--- config.mk ---
export PLATFORM = sky130hd
export DESIGN_NAME = uart_kv_command_decoder_unit_flat
export DESIGN_NICKNAME = d
export VERILOG_FILES = /design/src/design/ukcd_pkg.sv /design/src/design/ukcd_chan_if.sv /design/src/design/ukcd_line.sv /design/src/design/uart_kv_command_decoder_unit.sv /design/src/flat_wrapper.sv
export VERILOG_INCLUDE_DIRS = /design/src /design/src/design
export SDC_FILE = /design/constraint.sdc
export NUM_CORES = 1
export LEC_CHECK = 0
export ABC_AREA = 0
export BUFFER_PORTS_ARGS = -buffer_cell sky130_fd_sc_hd__buf_2
export CAP_MARGIN = 15
export CORE_MARGIN = 2
export CORE_UTILIZATION = 27
export DETAILED_ROUTE_END_ITERATION = 10
export PLACE_DENSITY = 0.51
export SLEW_MARGIN = 10
export SYNTH_ARGS = -nofsm -noshare
export SYNTH_HDL_FRONTEND = slang
export SYNTH_SLANG_ARGS = --single-unit
--- constraint.sdc ---
create_clock -name clk -period 7.47 [get_ports clk]
set_input_delay 0.3735 -clock clk [delete_from_list [all_inputs] [get_ports clk]]
set_output_delay 0.3735 -clock clk [all_outputs]
set_load 0.02 [all_outputs]
--- src/design/assert_macros.svh ---
// Assertion helpers shared by the decoder RTL
`ifndef ASSERT_MACROS_SVH
`define ASSERT_MACROS_SVH

`ifndef SYNTHESIS
`define ASSERT_CLK(lbl, clk, rstn, prop) \
  lbl: assert property (@(posedge clk) disable iff (!rstn) prop) \
    else $error("%m: assertion failed");
`define ASSERT_ALW(lbl, clk, prop) \
  lbl: assert property (@(posedge clk) prop) \
    else $error("%m: assertion failed");
`else
`define ASSERT_CLK(lbl, clk, rstn, prop)
`define ASSERT_ALW(lbl, clk, prop)
`endif

`endif

--- src/design/ukcd_pkg.sv ---
package ukcd_pkg;

  localparam int LINE_BYTES_DEF = 32;

  localparam logic [15:0] RELOAD_RESET = 16'd999;

  // result kinds
  localparam logic [1:0] KIND_ECHO  = 2'd0;
  localparam logic [1:0] KIND_SERVO = 2'd1;
  localparam logic [1:0] KIND_MOTOR = 2'd2;

  // motor direction codes
  localparam logic [1:0] DIR_NONE = 2'd0;
  localparam logic [1:0] DIR_FWD  = 2'd1;
  localparam logic [1:0] DIR_REV  = 2'd2;

  // characters
  localparam logic [7:0] CH_NUL   = 8'd0;
  localparam logic [7:0] CH_LF    = 8'd10;
  localparam logic [7:0] CH_CR    = 8'd13;
  localparam logic [7:0] CH_PLUS  = 8'd43;
  localparam logic [7:0] CH_MINUS = 8'd45;
  localparam logic [7:0] CH_EQ    = 8'd61;
  localparam logic [7:0] CH_ZERO  = 8'd48;
  localparam logic [7:0] KEY_SERVO = 8'd120;  // 'x'
  localparam logic [7:0] KEY_FWD   = 8'd122;  // 'z'
  localparam logic [7:0] KEY_REV   = 8'd114;  // 'r'

  localparam logic [31:0] MAG_CAP   = 32'h8000_0000;
  localparam logic [15:0] SERVO_MID = 16'd1470;
  // pulse for the positive saturated value 2^31-1, low 16 bits
  localparam logic [15:0] SERVO_POS_SAT =
    16'((64'd1470 + (64'd330 * 64'd2147483647) / 64'd34) & 64'hFFFF);
  localparam logic [6:0]  DUTY_MAX = 7'd100;

  // motor compare = (duty * scale) >> SCALE_SHIFT, scale = ceil(reload * 2^14 / 100)
  localparam int SCALE_SHIFT = 14;
  localparam int SCALE_W     = 24;
  // floor(x / 25) = (x * RECIP25) >> 21 for any 16-bit x
  localparam logic [16:0] RECIP25       = 17'd83887;
  localparam int          RECIP25_SHIFT = 21;

  typedef enum logic [2:0] {
    PH_LEAD,
    PH_KEY,
    PH_VLEAD,
    PH_SIGN,
    PH_DIGITS,
    PH_TRAIL
  } phase_t;

  typedef struct packed {
    logic [7:0] rx_byte;
  } in_beat_t;

  typedef struct packed {
    logic [1:0]  kind;
    logic [7:0]  echo_byte;
    logic [15:0] servo_pulse;
    logic [1:0]  motor_dir;
    logic [15:0] motor_compare;
  } out_beat_t;

  typedef logic [15:0] cfg_beat_t;

  function automatic logic is_ws(input logic [7:0] c);
    return (c == 8'd32) || (c >= 8'd9 && c <= 8'd13);
  endfunction

  function automatic logic is_digit(input logic [7:0] c);
    return (c >= 8'd48) && (c <= 8'd57);
  endfunction

  function automatic logic is_alnum(input logic [7:0] c);
    return is_digit(c) || (c >= 8'd65 && c <= 8'd90) || (c >= 8'd97 && c <= 8'd122);
  endfunction

  // quotient by 17 of a value below 170
  function automatic logic [3:0] div17(input logic [7:0] t);
    logic [3:0] q;
    q = 4'd0;
    for (int i = 1; i < 10; i++) begin
      if (t >= 8'(17 * i)) q = 4'(i);
    end
    return q;
  endfunction

  // floor(165 * r / 17) for r in 0..16
  function automatic logic [7:0] frac165(input logic [4:0] r);
    logic [7:0] f;
    case (r)
      5'd0:    f = 8'd0;
      5'd1:    f = 8'd9;
      5'd2:    f = 8'd19;
      5'd3:    f = 8'd29;
      5'd4:    f = 8'd38;
      5'd5:    f = 8'd48;
      5'd6:    f = 8'd58;
      5'd7:    f = 8'd67;
      5'd8:    f = 8'd77;
      5'd9:    f = 8'd87;
      5'd10:   f = 8'd97;
      5'd11:   f = 8'd106;
      5'd12:   f = 8'd116;
      5'd13:   f = 8'd126;
      5'd14:   f = 8'd135;
      5'd15:   f = 8'd145;
      5'd16:   f = 8'd155;
      default: f = 8'd0;
    endcase
    return f;
  endfunction

  // ceil(4096 * b / 25) for b in 0..24
  function automatic logic [11:0] ceil_frac25(input logic [4:0] b);
    logic [11:0] f;
    case (b)
      5'd0:    f = 12'd0;
      5'd1:    f = 12'd164;
      5'd2:    f = 12'd328;
      5'd3:    f = 12'd492;
      5'd4:    f = 12'd656;
      5'd5:    f = 12'd820;
      5'd6:    f = 12'd984;
      5'd7:    f = 12'd1147;
      5'd8:    f = 12'd1311;
      5'd9:    f = 12'd1475;
      5'd10:   f = 12'd1639;
      5'd11:   f = 12'd1803;
      5'd12:   f = 12'd1967;
      5'd13:   f = 12'd2130;
      5'd14:   f = 12'd2294;
      5'd15:   f = 12'd2458;
      5'd16:   f = 12'd2622;
      5'd17:   f = 12'd2786;
      5'd18:   f = 12'd2950;
      5'd19:   f = 12'd3113;
      5'd20:   f = 12'd3277;
      5'd21:   f = 12'd3441;
      5'd22:   f = 12'd3605;
      5'd23:   f = 12'd3769;
      5'd24:   f = 12'd3933;
      default: f = 12'd0;
    endcase
    return f;
  endfunction

  // ceil(reload * 2^14 / 100) = 4096 * (reload / 25) + ceil(4096 * (reload % 25) / 25)
  function automatic logic [SCALE_W-1:0] reload_scale(input logic [15:0] reload);
    logic [32:0] prod;
    logic [11:0] q;
    logic [15:0] rem;
    prod = 33'(reload) * 33'(RECIP25);
    q    = prod[RECIP25_SHIFT +: 12];
    rem  = reload - ({q, 4'b0} + {1'b0, q, 3'b0} + {4'b0, q});
    return {q, 12'b0} + 24'(ceil_frac25(rem[4:0]));
  endfunction

  localparam logic [SCALE_W-1:0] SCALE_RESET = reload_scale(RELOAD_RESET);

endpackage

--- src/design/ukcd_chan_if.sv ---
interface ukcd_chan_if #(
  parameter type payload_t = logic [7:0]
) ();
  logic     valid;
  logic     ready;
  payload_t data;

  modport source (output valid, output data, input ready);
  modport sink (input valid, input data, output ready);
endinterface

--- src/design/ukcd_line.sv ---
`include "assert_macros.svh"

module ukcd_line #(
  parameter int LINE_BYTES = ukcd_pkg::LINE_BYTES_DEF
) (
  input  logic                              clk,
  input  logic                              rst_n,
  input  logic                              step,
  input  logic [7:0]                        rx_byte,
  input  logic [ukcd_pkg::SCALE_W-1:0]      scale,
  output logic                              res_vld,
  output ukcd_pkg::out_beat_t               res
);

  localparam int CW = $clog2(LINE_BYTES);
  localparam logic [CW-1:0] CNT_LAST = CW'(LINE_BYTES - 1);

  logic [CW-1:0]    cnt_r, cnt_nxt;
  ukcd_pkg::phase_t phase_r, phase_nxt;
  logic [7:0]       key_r, key_nxt;
  logic [1:0]       klen_r, klen_nxt;
  logic [31:0]      mag_r, mag_nxt;
  logic             neg_r, neg_nxt;
  logic             bad_r, bad_nxt;
  logic             ended_r, ended_nxt;
  // magnitude tracked as 17*quo + rem, quo modulo 2^16, for the servo scaling
  logic [15:0]      quo_r, quo_nxt;
  logic [4:0]       rem_r, rem_nxt;

  logic        line_end;
  logic        take_digit;
  logic        clear_line;
  logic [3:0]  dig;
  logic [35:0] mag_x10;
  logic [31:0] mag_add;
  logic [7:0]  t17;
  logic [3:0]  tq;
  logic [7:0]  tq17;
  logic [15:0] quo_add;
  logic [4:0]  rem_add;

  assign line_end = (rx_byte == ukcd_pkg::CH_CR) || (rx_byte == ukcd_pkg::CH_LF);
  assign dig      = 4'(rx_byte - ukcd_pkg::CH_ZERO);

  always_comb begin
    mag_x10 = {1'b0, mag_r, 3'b0} + {3'b0, mag_r, 1'b0} + 36'(dig);
    mag_add = (mag_x10 > 36'(ukcd_pkg::MAG_CAP)) ? ukcd_pkg::MAG_CAP : mag_x10[31:0];
    t17     = 8'({rem_r, 3'b0}) + 8'({rem_r, 1'b0}) + 8'(dig);
    tq      = ukcd_pkg::div17(t17);
    tq17    = 8'({tq, 4'b0}) + 8'(tq);
    quo_add = {quo_r[12:0], 3'b0} + {quo_r[14:0], 1'b0} + 16'(tq);
    rem_add = 5'(t17 - tq17);
  end

  // next state
  always_comb begin
    cnt_nxt    = cnt_r;
    phase_nxt  = phase_r;
    key_nxt    = key_r;
    klen_nxt   = klen_r;
    mag_nxt    = mag_r;
    neg_nxt    = neg_r;
    bad_nxt    = bad_r;
    ended_nxt  = ended_r;
    quo_nxt    = quo_r;
    rem_nxt    = rem_r;
    take_digit = 1'b0;
    clear_line = 1'b0;

    if (step) begin
      if (line_end || cnt_r >= CNT_LAST) begin
        clear_line = 1'b1;
      end else begin
        cnt_nxt = cnt_r + 1'b1;
        if (!ended_r) begin
          if (rx_byte == ukcd_pkg::CH_NUL) begin
            ended_nxt = 1'b1;
          end else if (!bad_r) begin
            case (phase_r)
              ukcd_pkg::PH_LEAD: begin
                if (ukcd_pkg::is_ws(rx_byte)) begin
                end else if (ukcd_pkg::is_alnum(rx_byte)) begin
                  key_nxt   = rx_byte;
                  klen_nxt  = 2'd1;
                  phase_nxt = ukcd_pkg::PH_KEY;
                end else begin
                  bad_nxt = 1'b1;
                end
              end
              ukcd_pkg::PH_KEY: begin
                if (rx_byte == ukcd_pkg::CH_EQ) begin
                  phase_nxt = ukcd_pkg::PH_VLEAD;
                end else if (ukcd_pkg::is_alnum(rx_byte) && klen_r == 2'd1) begin
                  klen_nxt = 2'd2;
                end else begin
                  bad_nxt = 1'b1;
                end
              end
              ukcd_pkg::PH_VLEAD: begin
                if (ukcd_pkg::is_ws(rx_byte)) begin
                end else if (rx_byte == ukcd_pkg::CH_PLUS || rx_byte == ukcd_pkg::CH_MINUS) begin
                  neg_nxt   = (rx_byte == ukcd_pkg::CH_MINUS);
                  phase_nxt = ukcd_pkg::PH_SIGN;
                end else if (ukcd_pkg::is_digit(rx_byte)) begin
                  take_digit = 1'b1;
                  phase_nxt  = ukcd_pkg::PH_DIGITS;
                end else begin
                  bad_nxt = 1'b1;
                end
              end
              ukcd_pkg::PH_SIGN: begin
                if (ukcd_pkg::is_digit(rx_byte)) begin
                  take_digit = 1'b1;
                  phase_nxt  = ukcd_pkg::PH_DIGITS;
                end else begin
                  bad_nxt = 1'b1;
                end
              end
              ukcd_pkg::PH_DIGITS: begin
                if (ukcd_pkg::is_digit(rx_byte)) begin
                  take_digit = 1'b1;
                end else if (ukcd_pkg::is_ws(rx_byte)) begin
                  phase_nxt = ukcd_pkg::PH_TRAIL;
                end else begin
                  bad_nxt = 1'b1;
                end
              end
              ukcd_pkg::PH_TRAIL: begin
                if (!ukcd_pkg::is_ws(rx_byte)) bad_nxt = 1'b1;
              end
              default: begin
                bad_nxt = 1'b1;
              end
            endcase
          end
        end
      end
    end

    if (take_digit) begin
      mag_nxt = mag_add;
      quo_nxt = quo_add;
      rem_nxt = rem_add;
    end

    if (clear_line) begin
      cnt_nxt   = '0;
      phase_nxt = ukcd_pkg::PH_LEAD;
      key_nxt   = '0;
      klen_nxt  = '0;
      mag_nxt   = '0;
      neg_nxt   = 1'b0;
      bad_nxt   = 1'b0;
      ended_nxt = 1'b0;
      quo_nxt   = '0;
      rem_nxt   = '0;
    end
  end

  always_ff @(posedge clk) begin
    if (!rst_n) begin
      cnt_r   <= '0;
      phase_r <= ukcd_pkg::PH_LEAD;
      key_r   <= '0;
      klen_r  <= '0;
      mag_r   <= '0;
      neg_r   <= 1'b0;
      bad_r   <= 1'b0;
      ended_r <= 1'b0;
      quo_r   <= '0;
      rem_r   <= '0;
    end else begin
      cnt_r   <= cnt_nxt;
      phase_r <= phase_nxt;
      key_r   <= key_nxt;
      klen_r  <= klen_nxt;
      mag_r   <= mag_nxt;
      neg_r   <= neg_nxt;
      bad_r   <= bad_nxt;
      ended_r <= ended_nxt;
      quo_r   <= quo_nxt;
      rem_r   <= rem_nxt;
    end
  end

  // result of the current byte
  logic        pos_sat;
  logic        line_ok;
  logic [15:0] ten_m;
  logic [23:0] q165;
  logic [15:0] servo_val;
  logic [7:0]  duty_raw;
  logic [6:0]  duty;
  logic [30:0] cmp_full;

  always_comb begin
    pos_sat = mag_r[31] && !neg_r;
    line_ok = (cnt_r != '0) && !bad_r && (klen_r == 2'd1) &&
              (phase_r == ukcd_pkg::PH_DIGITS || phase_r == ukcd_pkg::PH_TRAIL);

    ten_m = {mag_r[12:0], 3'b0} + {mag_r[14:0], 1'b0};
    q165  = 24'(quo_r) * 24'd165;
    if (neg_r) begin
      servo_val = ukcd_pkg::SERVO_MID - ten_m;
    end else if (pos_sat) begin
      servo_val = ukcd_pkg::SERVO_POS_SAT;
    end else begin
      servo_val = ukcd_pkg::SERVO_MID + q165[15:0] + 16'(ukcd_pkg::frac165(rem_r));
    end

    if (pos_sat) begin
      duty_raw = 8'hFF;
    end else if (neg_r && key_r == ukcd_pkg::KEY_FWD) begin
      duty_raw = 8'd0 - mag_r[7:0];
    end else begin
      duty_raw = mag_r[7:0];
    end
    duty     = (duty_raw > 8'(ukcd_pkg::DUTY_MAX)) ? ukcd_pkg::DUTY_MAX : duty_raw[6:0];
    cmp_full = 31'(duty) * 31'(scale);

    res_vld = 1'b0;
    res     = '0;
    if (line_end) begin
      if (line_ok && key_r == ukcd_pkg::KEY_SERVO) begin
        res_vld         = 1'b1;
        res.kind        = ukcd_pkg::KIND_SERVO;
        res.servo_pulse = servo_val;
      end else if (line_ok && (key_r == ukcd_pkg::KEY_FWD || key_r == ukcd_pkg::KEY_REV)) begin
        res_vld           = 1'b1;
        res.kind          = ukcd_pkg::KIND_MOTOR;
        res.motor_dir     = (key_r == ukcd_pkg::KEY_FWD) ? ukcd_pkg::DIR_FWD : ukcd_pkg::DIR_REV;
        res.motor_compare = cmp_full[ukcd_pkg::SCALE_SHIFT +: 16];
      end
    end else begin
      res_vld       = 1'b1;
      res.kind      = ukcd_pkg::KIND_ECHO;
      res.echo_byte = rx_byte;
    end
  end

  `ASSERT_CLK(a_cnt_bound, clk, rst_n, cnt_r <= CNT_LAST)
  `ASSERT_CLK(a_nul_counted, clk, rst_n, ended_r |-> cnt_r != '0)
  `ASSERT_CLK(a_mag_cap, clk, rst_n, mag_r[31] |-> mag_r[30:0] == '0)
  `ASSERT_CLK(a_key_phase, clk, rst_n, (phase_r == ukcd_pkg::PH_LEAD) == (klen_r == 2'd0))

endmodule

--- src/design/uart_kv_command_decoder_unit.sv ---
// Line-based KEY=VALUE command decoder for a serial receive stream. Every byte
// other than CR or LF comes back as an echo beat; CR or LF closes the line and,
// for a valid x, z or r command, yields one servo or motor beat. The block takes
// one byte per clock unless the output stalls: the byte is registered on accept,
// parsed combinationally against the line state, and its result is then held
// in the output register. A stall on the output holds the input stage; the
// input stays ready while the output register is free or being drained. A
// reload write applies to bytes accepted from the next cycle on; the duty scale
// factor derived from it is re-registered every cycle.
`include "assert_macros.svh"

module uart_kv_command_decoder_unit #(
  parameter int LINE_BYTES = ukcd_pkg::LINE_BYTES_DEF
) (
  input  logic         clk,
  input  logic         rst_n,
  ukcd_chan_if.sink    in_ch,
  ukcd_chan_if.source  out_ch,
  ukcd_chan_if.sink    cfg_ch
);

  logic [15:0]                     reload_r;
  logic [ukcd_pkg::SCALE_W-1:0]    scale_r;
  logic                            s1_vld_r;
  logic [7:0]                      s1_byte_r;
  logic                            out_vld_r;
  ukcd_pkg::out_beat_t             out_r;

  logic                            s1_adv;
  logic                            res_vld;
  ukcd_pkg::out_beat_t             res;
  ukcd_pkg::in_beat_t              in_beat;
  logic                            in_take;

  assign in_beat = in_ch.data;
  assign s1_adv  = s1_vld_r && (!out_vld_r || out_ch.ready);
  assign in_ch.ready = !s1_vld_r || s1_adv;
  assign in_take = in_ch.valid && in_ch.ready;

  assign cfg_ch.ready = 1'b1;

  assign out_ch.valid = out_vld_r;
  assign out_ch.data  = out_r;

  always_ff @(posedge clk) begin
    if (!rst_n) begin
      reload_r <= ukcd_pkg::RELOAD_RESET;
      scale_r  <= ukcd_pkg::SCALE_RESET;
    end else begin
      if (cfg_ch.valid) reload_r <= cfg_ch.data;
      scale_r <= ukcd_pkg::reload_scale(reload_r);
    end
  end

  always_ff @(posedge clk) begin
    if (!rst_n) begin
      s1_vld_r <= 1'b0;
    end else if (in_take) begin
      s1_vld_r <= 1'b1;
    end else if (s1_adv) begin
      s1_vld_r <= 1'b0;
    end
  end

  always_ff @(posedge clk) begin
    if (in_take) s1_byte_r <= in_beat.rx_byte;
  end

  ukcd_line #(
    .LINE_BYTES (LINE_BYTES)
  ) u_line (
    .clk     (clk),
    .rst_n   (rst_n),
    .step    (s1_adv),
    .rx_byte (s1_byte_r),
    .scale   (scale_r),
    .res_vld (res_vld),
    .res     (res)
  );

  always_ff @(posedge clk) begin
    if (!rst_n) begin
      out_vld_r <= 1'b0;
    end else if (s1_adv) begin
      out_vld_r <= res_vld;
    end else if (out_ch.ready) begin
      out_vld_r <= 1'b0;
    end
  end

  always_ff @(posedge clk) begin
    if (s1_adv && res_vld) out_r <= res;
  end

  `ASSERT_CLK(a_ready_when_free, clk, rst_n, !out_vld_r |-> in_ch.ready)
  `ASSERT_CLK(a_result_from_step, clk, rst_n, $rose(out_vld_r) |-> $past(s1_vld_r))
  `ASSERT_CLK(a_echo_beat, clk, rst_n,
    s1_adv && s1_byte_r != ukcd_pkg::CH_CR && s1_byte_r != ukcd_pkg::CH_LF |=>
      out_vld_r && out_r.kind == ukcd_pkg::KIND_ECHO && out_r.echo_byte == $past(s1_byte_r))

endmodule

--- src/flat_wrapper.sv ---
// flat-port wrapper written by rule: the top's interface ports become plain ports
module uart_kv_command_decoder_unit_flat 
#(
  parameter int LINE_BYTES = ukcd_pkg::LINE_BYTES_DEF
)
  (clk, rst_n, in_ch_valid, in_ch_data, in_ch_ready, out_ch_valid, out_ch_data, out_ch_ready, cfg_ch_valid, cfg_ch_data, cfg_ch_ready);
  ukcd_chan_if #(.payload_t(ukcd_pkg::in_beat_t)) in_ch_i ();
  ukcd_chan_if #(.payload_t(ukcd_pkg::out_beat_t)) out_ch_i ();
  ukcd_chan_if #(.payload_t(ukcd_pkg::cfg_beat_t)) cfg_ch_i ();
  input  logic clk;
  input  logic rst_n;
  input wire logic [$bits(in_ch_i.valid)-1:0] in_ch_valid;
  input wire logic [$bits(in_ch_i.data)-1:0] in_ch_data;
  output wire logic [$bits(in_ch_i.ready)-1:0] in_ch_ready;
  output wire logic [$bits(out_ch_i.valid)-1:0] out_ch_valid;
  output wire logic [$bits(out_ch_i.data)-1:0] out_ch_data;
  input wire logic [$bits(out_ch_i.ready)-1:0] out_ch_ready;
  input wire logic [$bits(cfg_ch_i.valid)-1:0] cfg_ch_valid;
  input wire logic [$bits(cfg_ch_i.data)-1:0] cfg_ch_data;
  output wire logic [$bits(cfg_ch_i.ready)-1:0] cfg_ch_ready;
  assign in_ch_i.valid = in_ch_valid;
  assign in_ch_i.data = in_ch_data;
  assign in_ch_ready = in_ch_i.ready;
  assign out_ch_valid = out_ch_i.valid;
  assign out_ch_data = out_ch_i.data;
  assign out_ch_i.ready = out_ch_ready;
  assign cfg_ch_i.valid = cfg_ch_valid;
  assign cfg_ch_i.data = cfg_ch_data;
  assign cfg_ch_ready = cfg_ch_i.ready;
  uart_kv_command_decoder_unit #(.LINE_BYTES(LINE_BYTES)) u_core (.clk(clk), .rst_n(rst_n), .in_ch(in_ch_i), .out_ch(out_ch_i), .cfg_ch(cfg_ch_i));
endmodule
==> flow_metrics.py <==
metrics = {
    "run_status": {
        "status": "complete, but fails checks",
        "failed_checks": "setup timing",
    },
    "clock_tree": {
        "clk_latency_ns": 0.50,
        "clkSlewWorstSetupHoldPaths_ns": 0.08,
        "cts_buffers": 17,
        "cts_sinks": 175,
        "cts_tree": "done",
        "htreeDepth": 4,
        "clockBufferDepth": 2,
        "clock-root-buffer": "clkbuf_16",
    },
    "global_routing": {
        "grt_antenna_before_repair": 0,
        "grt_pass1_vias": 17400,
        "track_usage_pct": 13.8,
        "grt-ovfl-total": 0,
        "grt_max_degree": 40,
        "grt_pass1_wl_um": 94800,
    },
    "placed_design": {
        "placed_area_um2": 25500,
        "port_buffers": 74,
        "dp_hpwl_um": 48100,
        "pre_cts_ws_ns": -0.351,
        "place.gp.congestion": 0.831,
    },
    "timing": {
        "hold_viol": 0,
        "slew_viol_final": 0,
        "worstMarginPinSlew_ns": 1.01,
        "worst_slack_ns": -0.164,
        "fmax_mhz": 131,
        "maxSlewHeadroom_pct": 32.2,
        "post-route-min-period_ns": 7.63,
        "skew_ns": 0.0146,
        "tns_ns": -0.856,
        "period_share_pct": 102,
        "setup_viol": 9,
        "rsz0062_at_grt": "yes",
    },
    "floorplanning": {
        "start_util_pct": 27.3,
        "die_x_um": 296,
        "die_y_um": 296,
        "core_region_area_um2": 84000,
        "row_count": 106,
        "die_area_um2": 87400,
        "ios": 76,
    },
    "synth": {
        "ys_types": 92,
        "synth_area_um2": 23000,
        "synth_edf_count": 52,
        "ys_warn_count": 0,
        "synth_area_per_cell_um2": 9.02,
        "async_flop_share_pct": 0,
        "synth_seq_cells": 175,
        "synthFlopType": "dfxtp_1",
        "synthCells": 2544,
        "seq_area_frac_synth_pct": 17.5,
        "syn-num-nets": 3185,
    },
    "job": {
        "max_cap_violations": 0,
    },
    "detailed_routing": {
        "vias_per_cell": 4.55,
        "wire_per_inst_um": 15.2,
        "dr.first_iter.drc_count": 783,
        "vias": 17600,
        "dr.pass1.iters": 5,
        "routed_wl_um": 59000,
        "drc": 0,
        "drtAntennaViolNets": 0,
    },
    "cells_and_area": {
        "diodes": 0,
        "layout.nets": 3362,
        "areaGrowthSynthToFinish_pct": 17.1,
        "post-route-util_pct": 32.0,
        "drive_above_1_share_pct": 14.1,
        "n_fill_cell": 8825,
        "multi_input_area_um2": 17600,
        "regArea_um2": 4050,
        "final_area_um2": 26900,
    },
    "setup_path": {
        "crit_start": "u_core.reload_r[14]",
        "arrival_ns": 7.95,
        "path_class": "flop to flop",
        "critical_path_buf_inv_count": 5,
        "cp_common_cell": "fa_1",
        "critPathTopFamily": "adder cells",
        "cpPeakStageDelay_ns": 0.61,
        "worstSetupEndpointType": "flop",
        "rr_startpoint": "u_core.reload_r[14]",
        "start_kind": "flop",
        "critical-path-slowest-cell": "fa_2",
        "required_ns": 7.79,
        "cp_max_fo": 7,
    },
    "min_path": {
        "hp-start": "in_ch_data[4]",
        "hp-class": "input pin to flop",
    },
}
==> final timing paths <==
kind | to | cells past startpoint | slack (ns)
setup / recovery | u_core.scale_r[10] | 31 | -0.16
hold / removal | u_core.s1_byte_r[4] | 1 | 0.06
setup reg to reg | u_core.scale_r[10] | 31 | -0.16
hold reg to reg | u_core.u_line.mag_r[29] | 2 | 0.49
==> registers in the layout, indices dropped and copies added (netlist names), 2 cells and up, named ones only <==
| signal | flops |
|---|---|
| u_core.u_line.phase_r | 3 |
| u_core.s1_byte_r | 8 |
| u_core.u_line.klen_r | 2 |
| u_core.u_line.mag_r | 32 |
| u_core.u_line.key_r | 8 |
| u_core.scale_r | 23 |
| u_core.u_line.rem_r | 5 |
| u_core.out_ch.data | 44 |
| u_core.u_line.cnt_r | 5 |
| u_core.reload_r | 16 |
| u_core.u_line.quo_r | 16 |
==> logic make-up after synthesis <==
kind of cell	count (synthesis)	synth area share [%]
compound gates	443	12.4
xor+xnor	114	4.41
fa+ha+maj	614	41.4
buf+inv	480	7.92
flops	175	17.5
mux	28	1.24
other cells	1	0.0163
simple gates	689	15.1
==> timing repair <==
| action | in CTS | in global routing |
|---|---|---|
| cloned | 1 | 0 |
| gates resized for setup | 44 | 61 |
| pin swaps | 50 | 50 |
| endpoints found under the hold margin | 4 | 0 |
| setup endpoints to repair | 12 | 25 |
| buffers inserted | 11 | 13 |
| hold buffers | 4 | 0 |
==> metrics by stage <==
step | hold WS [ns] | std cells
finish | 0.0595 | 3868
global route | 0.0336 | 3868
CTS | 0.0106 | 3854
detailed placement | 0.477 | 3806
global placement | 0.477 | 3806
floorplan | 0.447 | 2544
==> area by class of cell <==
class	instances	area share, %
Sequential cell	175	15.0
Clock inverter	14	0.735
Inverter	406	5.67
Clock buffer	18	1.68
Multi-Input combinational cell	1890	65.5
Timing Repair Buffer	231	6.15
Tap cell	1134	5.28
==> layout by cell type, fill, tap and decap left out, types with 9 or more instances in the layout <==
master and count:
inv_1 393, ha_1 354, fa_1 231, nand2_1 191
nor2_1 160, buf_4 140, a21oi_1 112, dfxtp_1 110
o21ai_0 99, and2_1 83, buf_2 74, xnor2_1 66
edfxtp_1 52, nor2b_1 47, xor2_1 47, a21o_1 41
nand3_1 38, nor3_1 32, mux2i_1 24, nand2b_1 22
and3_1 18, clkbuf_16 18, o211ai_1 16, a31oi_1 15
or3_1 14, o21a_1 14, inv_2 13, a211oi_1 13
nand4_1 12, o21ai_1 12, fa_2 11, ha_4 11
dfxtp_2 11, nor3b_1 9, a21boi_0 9, a22oi_1 9
==> worst reg2reg max path, delay by kind of cell, from the launching register on <==
| kind | cells | cell delay, ns |
|---|---|---|
| xor gates and xnor gates | 2 | 0.47 |
| and+or+nand+nor | 5 | 0.53 |
| DFF | 1 | 0.34 |
| AOI/OAI and AO/OA | 9 | 1.55 |
| adders and majority gates | 10 | 4.11 |
| buffers and inverters | 5 | 0.45 |
==> routing by layer <==
metal  track usage [%]  routed length, um  vias up
met5                 0                  0        -
met4              3.03                738        0
met3              1.68               1440       35
met2              22.5              27400      198
met1              19.4              29400     8487
li1                  -                  -     8878
==> Yosys cell counts, types with 35 or more instances <==
library cell	count	area, um2
nor3_1	35	175
xnor2_1	66	578
ha_1	370	4630
nand2_1	192	721
nand3_1	39	195
a21o_1	41	308
clkbuf_1	64	240
nor2_1	164	616
edfxtp_1	52	1560
inv_1	405	1520
nor2b_1	47	294
a21oi_1	119	596
fa_1	242	4840
o21ai_0	104	521
and2_1	85	532
xor2_1	47	412
dfxtp_1	123	2460
Power is not shown: default switching activity piles up to over one toggle a cycle in this logic, so the estimate is an artifact.
